**src/sqmc_pkg.sv**
```systemverilog
// ----------------------------------------------------------------------------
// sqmc_pkg
// Types, constants and node offset tables for the structured quad mesh
// connectivity block.
// ----------------------------------------------------------------------------
package sqmc_pkg;

  localparam int CELLS_W   = 11;
  localparam int ELEM_W    = 21;
  localparam int LNODE_W   = 4;
  localparam int NODE_W    = 23;
  localparam int LAT_W     = 12;
  localparam int KIND_W    = 2;
  localparam int MULT_W    = 13;
  localparam int CFG_IDX_W = 2;

  typedef enum logic [KIND_W-1:0] {
    KIND_QUAD4 = 2'd0,
    KIND_QUAD8 = 2'd1,
    KIND_QUAD9 = 2'd2
  } kind_t;

  localparam logic [CFG_IDX_W-1:0] REG_ELEM_KIND = 2'd0;
  localparam logic [CFG_IDX_W-1:0] REG_CELLS_X   = 2'd1;
  localparam logic [CFG_IDX_W-1:0] REG_CELLS_Y   = 2'd2;

  // Per-element values latched ahead of node sequencing.
  typedef struct packed {
    logic              err;
    kind_t             kind;
    logic [ELEM_W-1:0] elem_number;
    logic [NODE_W-1:0] base;
    logic [LAT_W-1:0]  lx0;
    logic [LAT_W-1:0]  ly0;
  } elem_t;

  typedef struct packed {
    logic [ELEM_W-1:0]  elem_number;
    logic [LNODE_W-1:0] local_node;
    logic [NODE_W-1:0]  node_number;
    logic [LAT_W-1:0]   lattice_x;
    logic [LAT_W-1:0]   lattice_y;
    logic               range_error;
    logic               last_node;
  } node_t;

  // Half-cell lattice offsets of local nodes 1..9 (index 0..8).
  function automatic logic [1:0] off_x(input logic [LNODE_W-1:0] k);
    logic [1:0] o;
    case (k)
      4'd1, 4'd2, 4'd5: o = 2'd2;
      4'd4, 4'd6, 4'd8: o = 2'd1;
      default:          o = 2'd0;
    endcase
    return o;
  endfunction

  function automatic logic [1:0] off_y(input logic [LNODE_W-1:0] k);
    logic [1:0] o;
    case (k)
      4'd2, 4'd3, 4'd6: o = 2'd2;
      4'd5, 4'd7, 4'd8: o = 2'd1;
      default:          o = 2'd0;
    endcase
    return o;
  endfunction

endpackage

```
**src/sqmc_node_gen.sv**
```systemverilog
// ----------------------------------------------------------------------------
// sqmc_node_gen
// Builds one node word from the latched element values and the node index.
// ----------------------------------------------------------------------------
module sqmc_node_gen (
  input  sqmc_pkg::elem_t                 elem,
  input  logic [sqmc_pkg::LNODE_W-1:0]    k,
  input  logic [sqmc_pkg::CELLS_W-1:0]    nx,
  output sqmc_pkg::node_t                 node
);
  import sqmc_pkg::*;

  logic [1:0]         ox, oy;
  logic [1:0]         dy;
  logic [LAT_W-1:0]   lx, ly;
  logic [MULT_W-1:0]  rowoff;
  logic [LAT_W-1:0]   xterm;
  logic [LNODE_W-1:0] k_last;

  always_comb begin
    ox = off_x(k);
    oy = off_y(k);
    if (elem.kind == KIND_QUAD4) begin
      dy = {1'b0, oy[1]};
      lx = elem.lx0 + LAT_W'(ox[1]);
      ly = elem.ly0 + LAT_W'(oy[1]);
    end else begin
      dy = oy;
      lx = elem.lx0 + LAT_W'(ox);
      ly = elem.ly0 + LAT_W'(oy);
    end

    case (dy)
      2'd0: rowoff = '0;
      2'd1: begin
        if (elem.kind == KIND_QUAD4) rowoff = MULT_W'(nx) + MULT_W'(1);
        else                         rowoff = {1'b0, nx, 1'b1};
      end
      2'd2: begin
        if (elem.kind == KIND_QUAD8) rowoff = MULT_W'(nx) + {1'b0, nx, 1'b0} + MULT_W'(2);
        else                         rowoff = {nx, 2'b10};
      end
      default: rowoff = '0;
    endcase

    // mid-side line of the eight-node kind holds one node per column
    if (elem.kind == KIND_QUAD8 && dy == 2'd1) xterm = lx >> 1;
    else                                       xterm = lx;

    case (elem.kind)
      KIND_QUAD4: k_last = 4'd3;
      KIND_QUAD8: k_last = 4'd7;
      default:    k_last = 4'd8;
    endcase

    if (elem.err) begin
      node.elem_number = '0;
      node.local_node  = LNODE_W'(1);
      node.node_number = '0;
      node.lattice_x   = '0;
      node.lattice_y   = '0;
      node.range_error = 1'b1;
      node.last_node   = 1'b1;
    end else begin
      node.elem_number = elem.elem_number;
      node.local_node  = k + LNODE_W'(1);
      node.node_number = elem.base + NODE_W'(rowoff) + NODE_W'(xterm) + NODE_W'(1);
      node.lattice_x   = lx;
      node.lattice_y   = ly;
      node.range_error = 1'b0;
      node.last_node   = (k == k_last);
    end
  end

endmodule

```
**src/structured_quad_mesh_connectivity.sv**
```systemverilog
// ----------------------------------------------------------------------------
// structured_quad_mesh_connectivity
// Emits the global node numbers and lattice positions of one grid element.
// ----------------------------------------------------------------------------
// Each accepted element word produces one result word per node: 4, 8 or 9
// for the four-, eight- and nine-node kinds, or a single error word for a
// position outside the grid or an unknown kind. Results leave at one word
// per cycle while out_ready is high; the node sequencer sets the sustained
// rate. The path is an input register, an element register fed by the two
// setup multipliers, and the result register. The next element is taken
// in while the current one is still being sequenced. Configuration is to
// be written by the user only while idle; the block itself does not enforce it.
// ----------------------------------------------------------------------------
module structured_quad_mesh_connectivity #(
  parameter int MAX_CELLS = 1024
) (
  input  logic                              clk,
  input  logic                              rst_n,
  input  logic                              cfg_we,
  input  logic [sqmc_pkg::CFG_IDX_W-1:0]    cfg_index,
  input  logic [sqmc_pkg::CELLS_W-1:0]      cfg_wdata,
  input  logic                              in_valid,
  output logic                              in_ready,
  input  logic [sqmc_pkg::CELLS_W-1:0]      in_elem_col,
  input  logic [sqmc_pkg::CELLS_W-1:0]      in_elem_row,
  output logic                              out_valid,
  input  logic                              out_ready,
  output logic [sqmc_pkg::ELEM_W-1:0]       out_elem_number,
  output logic [sqmc_pkg::LNODE_W-1:0]      out_local_node,
  output logic [sqmc_pkg::NODE_W-1:0]       out_node_number,
  output logic [sqmc_pkg::LAT_W-1:0]        out_lattice_x,
  output logic [sqmc_pkg::LAT_W-1:0]        out_lattice_y,
  output logic                              out_range_error,
  output logic                              out_last_node
);
  import sqmc_pkg::*;

  localparam int CELLS_MAX_CODE = (1 << CELLS_W) - 1;
  localparam int CELLS_SAT      = (MAX_CELLS > CELLS_MAX_CODE) ? CELLS_MAX_CODE : MAX_CELLS;
  localparam logic [CELLS_W-1:0] CELLS_SAT_V = CELLS_W'(CELLS_SAT);

  // configuration
  kind_t              kind_r;
  logic [CELLS_W-1:0] cells_x_r, cells_y_r;
  logic [CELLS_W-1:0] nx, ny;

  always_ff @(posedge clk) begin
    if (!rst_n) begin
      kind_r    <= KIND_QUAD4;
      cells_x_r <= CELLS_W'(1);
      cells_y_r <= CELLS_W'(1);
    end else if (cfg_we) begin
      case (cfg_index)
        REG_ELEM_KIND: kind_r    <= kind_t'(cfg_wdata[KIND_W-1:0]);
        REG_CELLS_X:   cells_x_r <= cfg_wdata;
        REG_CELLS_Y:   cells_y_r <= cfg_wdata;
        default:       ;
      endcase
    end
  end

  assign nx = (cells_x_r > CELLS_SAT_V) ? CELLS_SAT_V : cells_x_r;
  assign ny = (cells_y_r > CELLS_SAT_V) ? CELLS_SAT_V : cells_y_r;

  // handshake control
  logic  in_v_r, elem_v_r, out_v_r;
  logic  in_load, elem_load, out_load, elem_done;
  node_t node, out_r;
  logic [LNODE_W-1:0] k_r, k_nxt;

  assign out_load  = elem_v_r && (!out_v_r || out_ready);
  assign elem_done = out_load && node.last_node;
  assign elem_load = in_v_r && (!elem_v_r || elem_done);
  assign in_ready  = !in_v_r || elem_load;
  assign in_load   = in_valid && in_ready;

  // input register
  logic [CELLS_W-1:0] col_r, row_r;

  always_ff @(posedge clk) begin
    if (!rst_n) begin
      in_v_r <= 1'b0;
    end else if (in_ready) begin
      in_v_r <= in_valid;
    end
  end

  always_ff @(posedge clk) begin
    if (in_load) begin
      col_r <= in_elem_col;
      row_r <= in_elem_row;
    end
  end

  // element setup
  elem_t              elem_nxt, elem_r;
  logic [CELLS_W-1:0] row_m1, col_m1;
  logic [MULT_W-1:0]  mult_k;
  logic [2*CELLS_W-1:0]      en_prod;
  logic [CELLS_W+MULT_W-1:0] base_prod;

  always_comb begin
    row_m1 = row_r - CELLS_W'(1);
    col_m1 = col_r - CELLS_W'(1);
    case (kind_r)
      KIND_QUAD4: mult_k = MULT_W'(nx) + MULT_W'(1);
      KIND_QUAD8: mult_k = MULT_W'(nx) + {1'b0, nx, 1'b0} + MULT_W'(2);
      default:    mult_k = {nx, 2'b10};
    endcase
    en_prod   = row_m1 * nx;
    base_prod = row_m1 * mult_k;

    elem_nxt.err = !(kind_r inside {KIND_QUAD4, KIND_QUAD8, KIND_QUAD9})
                   || (col_r == '0) || (row_r == '0) || (col_r > nx) || (row_r > ny);
    elem_nxt.kind        = kind_r;
    elem_nxt.elem_number = ELEM_W'(en_prod) + ELEM_W'(col_r);
    elem_nxt.base        = base_prod[NODE_W-1:0];
    if (kind_r == KIND_QUAD4) begin
      elem_nxt.lx0 = LAT_W'(col_m1);
      elem_nxt.ly0 = LAT_W'(row_m1);
    end else begin
      elem_nxt.lx0 = {col_m1, 1'b0};
      elem_nxt.ly0 = {row_m1, 1'b0};
    end
  end

  always_ff @(posedge clk) begin
    if (!rst_n) begin
      elem_v_r <= 1'b0;
    end else if (elem_load) begin
      elem_v_r <= 1'b1;
    end else if (elem_done) begin
      elem_v_r <= 1'b0;
    end
  end

  always_ff @(posedge clk) begin
    if (elem_load) begin
      elem_r <= elem_nxt;
    end
  end

  // node sequencing
  sqmc_node_gen u_node_gen (
    .elem (elem_r),
    .k    (k_r),
    .nx   (nx),
    .node (node)
  );

  always_comb begin
    k_nxt = k_r;
    if (out_load) begin
      k_nxt = node.last_node ? '0 : k_r + LNODE_W'(1);
    end
  end

  always_ff @(posedge clk) begin
    if (!rst_n) begin
      k_r <= '0;
    end else begin
      k_r <= k_nxt;
    end
  end

  // result register
  always_ff @(posedge clk) begin
    if (!rst_n) begin
      out_v_r <= 1'b0;
    end else if (out_load) begin
      out_v_r <= 1'b1;
    end else if (out_ready) begin
      out_v_r <= 1'b0;
    end
  end

  always_ff @(posedge clk) begin
    if (out_load) begin
      out_r <= node;
    end
  end

  assign out_valid       = out_v_r;
  assign out_elem_number = out_r.elem_number;
  assign out_local_node  = out_r.local_node;
  assign out_node_number = out_r.node_number;
  assign out_lattice_x   = out_r.lattice_x;
  assign out_lattice_y   = out_r.lattice_y;
  assign out_range_error = out_r.range_error;
  assign out_last_node   = out_r.last_node;

endmodule
```
**config.mk**
```make
export PLATFORM = sky130hd
export DESIGN_NAME = structured_quad_mesh_connectivity
export DESIGN_NICKNAME = d
export VERILOG_FILES = /design/src/sqmc_pkg.sv /design/src/sqmc_node_gen.sv /design/src/structured_quad_mesh_connectivity.sv
export SDC_FILE = /design/constraint.sdc
export NUM_CORES = 1
export LEC_CHECK = 0
export ABC_CLOCK_PERIOD_IN_PS = 7140
export BUFFER_PORTS_ARGS = -buffer_cell sky130_fd_sc_hd__buf_4
export CORE_ASPECT_RATIO = 0.75
export CORE_MARGIN = 3
export CORE_UTILIZATION = 33
export DETAILED_ROUTE_END_ITERATION = 10
export GPL_TIMING_DRIVEN = 0
export SETUP_SLACK_MARGIN = 0.15
export SYNTH_ARGS = -nofsm -noshare
export SYNTH_HDL_FRONTEND = slang
export SYNTH_SLANG_ARGS = --single-unit
```
**constraint.sdc**
```tcl
create_clock -name clk -period 7.14 [get_ports clk]
set_clock_uncertainty 0.2 [all_clocks]
set_input_delay 1.428 -clock clk [delete_from_list [all_inputs] [get_ports clk]]
set_output_delay 1.428 -clock clk [all_outputs]
set_load 0.02 [all_outputs]
```
==> results.json <==
{
  "outcome": "finished, violations left",
  "violations": "capacitance limit, setup timing",
  "regArea_mm2": 0.00564,
  "grt_max_degree": 41,
  "holdBufCountCts": 0,
  "gp_congestion": 0.942,
  "fmax_mhz": 131,
  "min_path_type": "flip-flop to flip-flop",
  "power_density_mw_per_mm2": 182,
  "drc": 0,
  "first_iter_violations": 1377,
  "r2r-end": "elem_r[46]",
  "timing.final.hold_violations": 0,
  "synth-edff-count": 167,
  "ios": 116,
  "yosys_warnings": 0,
  "r2r_start": "cells_x_r[10]",
  "endpoint": "elem_r[46]",
  "antennaDiodeCount": 0,
  "nFillCells": 5762,
  "via_count": 16100,
  "cp_common_cell": "fa_1",
  "grt_pass1_vias": 16100,
  "place_area_mm2": 0.0223,
  "antenna_found_initial": 3,
  "dpl.hpwl_um": 48700,
  "synth_seq_cells": 198,
  "maxCapViolations": 1,
  "num-nets-final": 2810,
  "synthCells": 2141,
  "peakVddDrop_uv": 196,
  "grt.busiest_layer": "met2",
  "cpMaxStageDelayCell": "fa_1",
  "routedWlPerCell_um": 19.5,
  "fin_area_mm2": 0.0247,
  "dieArea_mm2": 0.0640,
  "worstSetupStartpointType": "flip-flop",
  "fp.coreArea_mm2": 0.0596,
  "r2r_cells": 33,
  "finish.utilization_pct": 41.3,
  "cts_tree": "yes",
  "port_buffers": 115,
  "path_max_fanout": 7,
  "grt_pass1_wl_um": 95400,
  "ant_nets": 0,
  "power_leakage_nw": 11.1,
  "met1_usage_pct": 29.2,
  "vias_per_cell": 5.06,
  "synth_top_area_share_pct": 24.9,
  "ys_seq_area_share_pct": 28.0,
  "syn_avg_cell_area_um2": 9.39,
  "drive_gt1_share_pct": 18.6,
  "endpoint_kind": "flip-flop",
  "cts_buffers": 17,
  "period_needed_ns": 7.62,
  "fin_ws_ns": -0.475,
  "final_cells": 3184,
  "postSynth.asyncResetShare_pct": 0,
  "netlist_area_mm2": 0.0201,
  "cts-root-buf": "clkbuf_16",
  "setup_violations": 11,
  "clock_sinks": 198,
  "drt_pass1_iterations": 5,
  "globalRouteTotalUtil_pct": 19.8,
  "clk_latency_ns": 0.53,
  "h-tree-depth": 4,
  "chipWidth_um": 291,
  "hold-worst-slack_ns": 0.296,
  "slew_violations": 0,
  "cp_slowest_stage_delay_ns": 0.56,
  "cts_buffer_depth": 2,
  "core.rowCount": 77,
  "arrival_ns": 7.73,
  "syn_nets": 2570,
  "place_inst": 3050,
  "fin_crit_sh_pct": 107,
  "max_slew_margin_pct": 0.300,
  "worstPathRequired_ns": 7.26,
  "use_met3_pct": 4.21,
  "dieHeight_um": 220,
  "setup.worst_path.start": "cells_x_r[10]",
  "synth.distinct_cells": 76,
  "rsz0062_at_grt": "yes",
  "syn2layout_area_growth_pct": 22.6,
  "crit_type": "flip-flop to flip-flop",
  "path_clk_slew_ns": 0.08,
  "synthTopCellsByArea": "edfxtp_1 (25%), fa_1 (20%), ha_1 (12%)",
  "grt_overflow": 0,
  "synth.largest_area_cell": "edfxtp_1",
  "use_met2_pct": 29.4,
  "drt_wl_total_um": 62000,
  "start_util_pct": 33.7,
  "multiInputGateArea_mm2": 0.0139,
  "synthFlopType": "edfxtp_1",
  "worst_pin_slew_ns": 1.48,
  "rrSetupSlack_ns": -0.48
}
==> cell usage after synthesis, types with 8 or more instances <==
library cell  instances
inv_1               310
edfxtp_1            167
xnor2_1              75
clkbuf_1             71
nand2b_1             52
and2_1                8
o211ai_1              8
or2_2                 9
nand3_1              13
and3_1               16
nor2_1              245
a211oi_1             14
nor2b_1              80
dfxtp_1              31
nand2_1             218
o21ai_0              57
nor3_1               22
a31oi_1              12
nand4_1              11
o21a_1               17
a22oi_1              10
buf_2                 9
fa_1                202
a21oi_1              84
o22ai_1              10
ha_1                187
mux2i_1              33
a21o_1               29
nor4_1                8
xor2_1               35
buf_1                 8
==> sequential cells by signal (all words and copies together), names as in the netlist, 2 cells and up <==
name             cells
elem_r              71
out_node_number     23
out_local_node       4
out_elem_number     21
cells_y_r           11
out_lattice_x       12
kind_r               2
out_lattice_y       12
row_r               11
col_r               11
k_r                  4
cells_x_r           11
==> worst min path at each step <==
| stage | end | startpoint | depth (start not counted) | slack, ns |
|---|---|---|---|---|
| after floorplan | elem_r[68] | kind_r[0] | 0 | 0.21 |
| after global placement | cells_y_r[0] | cells_y_r[0] | 2 | 0.26 |
| after detailed placement | cells_y_r[0] | cells_y_r[0] | 2 | 0.27 |
| after CTS | cells_y_r[0] | cells_y_r[0] | 2 | 0.29 |
| after global routing | out_valid | elem_v_r | 2 | 0.34 |
| final | cells_y_r[0] | cells_y_r[0] | 2 | 0.30 |
==> metal layers <==
metal	part of all wire, %	up-vias
li1	-	7480
met1	49	8017
met2	42	534
met3	7.4	67
met4	1.9	0
met5	0	-
==> worst max-delay path: cells and delay by family, from the launching register on <==
| kind | cells | cell delay [ns] |
|---|---|---|
| buf+inv | 10 | 1.00 |
| simple gates | 3 | 0.32 |
| flops | 1 | 0.40 |
| fa+ha+maj | 9 | 3.26 |
| compound gates | 9 | 1.77 |
| xor+xnor | 2 | 0.46 |
==> what timing repair did <==
action	CTS	global route
pin swaps	48	68
setup endpoints to repair	31	21
buffers inserted	59	43
resized for setup	148	72
endpoints found under the hold margin	0	0
==> where the power goes <==
group	switching, mW	leakage, nW	internal [mW]
registers	0.0540	1.84	1.40
logic	1.16	9.02	0.903
clock network	0.514	0.266	0.455
total	1.72	11.1	2.76
==> kinds of logic (layout without fill, tap and decap cells) <==
kind of cell,after synthesis,count (layout),synth area share (%)
AOI/OAI and AO/OA,294,294,9.40
xor gates and xnor gates,112,112,4.95
adders and majority gates,389,389,31.7
buffers and inverters,401,654,7.58
DFF,198,198,28.0
muxes,34,34,1.70
and+or+nand+nor,713,713,16.6
==> layout by cell type (no fill, tap or decap), types with 12 or more instances in the layout <==
master / instances
xor2_1: 28
nor2b_1: 76
and3_1: 16
nor2_1: 238
edfxtp_1: 167
a31oi_1: 12
o21ai_0: 51
o21a_1: 15
clkbuf_1: 43
nor3_1: 21
clkbuf_16: 19
mux2i_1: 33
ha_1: 168
fa_1: 197
nand3_1: 12
nand2_1: 213
xnor2_1: 67
dfxtp_1: 30
ha_4: 17
inv_1: 292
inv_2: 14
nand2b_1: 46
a21o_1: 27
buf_4: 209
a21oi_1: 69
==> through the flow <==
| stage | TNS (ns) | worst slack, ns | power (mW) |
|---|---|---|---|
| 2_1_floorplan | 0 | 0.152 | 2.72 |
| 3_3_place_gp | -44.83 | -1.72 | 3.13 |
| 3_5_place_dp | -26.15 | -1.71 | 3.16 |
| 4_1_cts | -2.35 | -0.512 | 4.36 |
| 5_1_grt | -5.95 | -0.730 | 4.83 |
| 6_report | -2.77 | -0.475 | 4.48 |
==> cell type report <==
type / count / share of cell area, %
timing repair buffer: 221 / 7.32
clock buffer: 18 / 1.74
multi-input combinational: 1542 / 56.4
clock inverter: 14 / 0.497
inverter: 312 / 4.83
buffer: 89 / 2.35
sequential: 198 / 22.9
tap: 790 / 4.01
No activity file was read; power rests on OpenSTA's default activity.
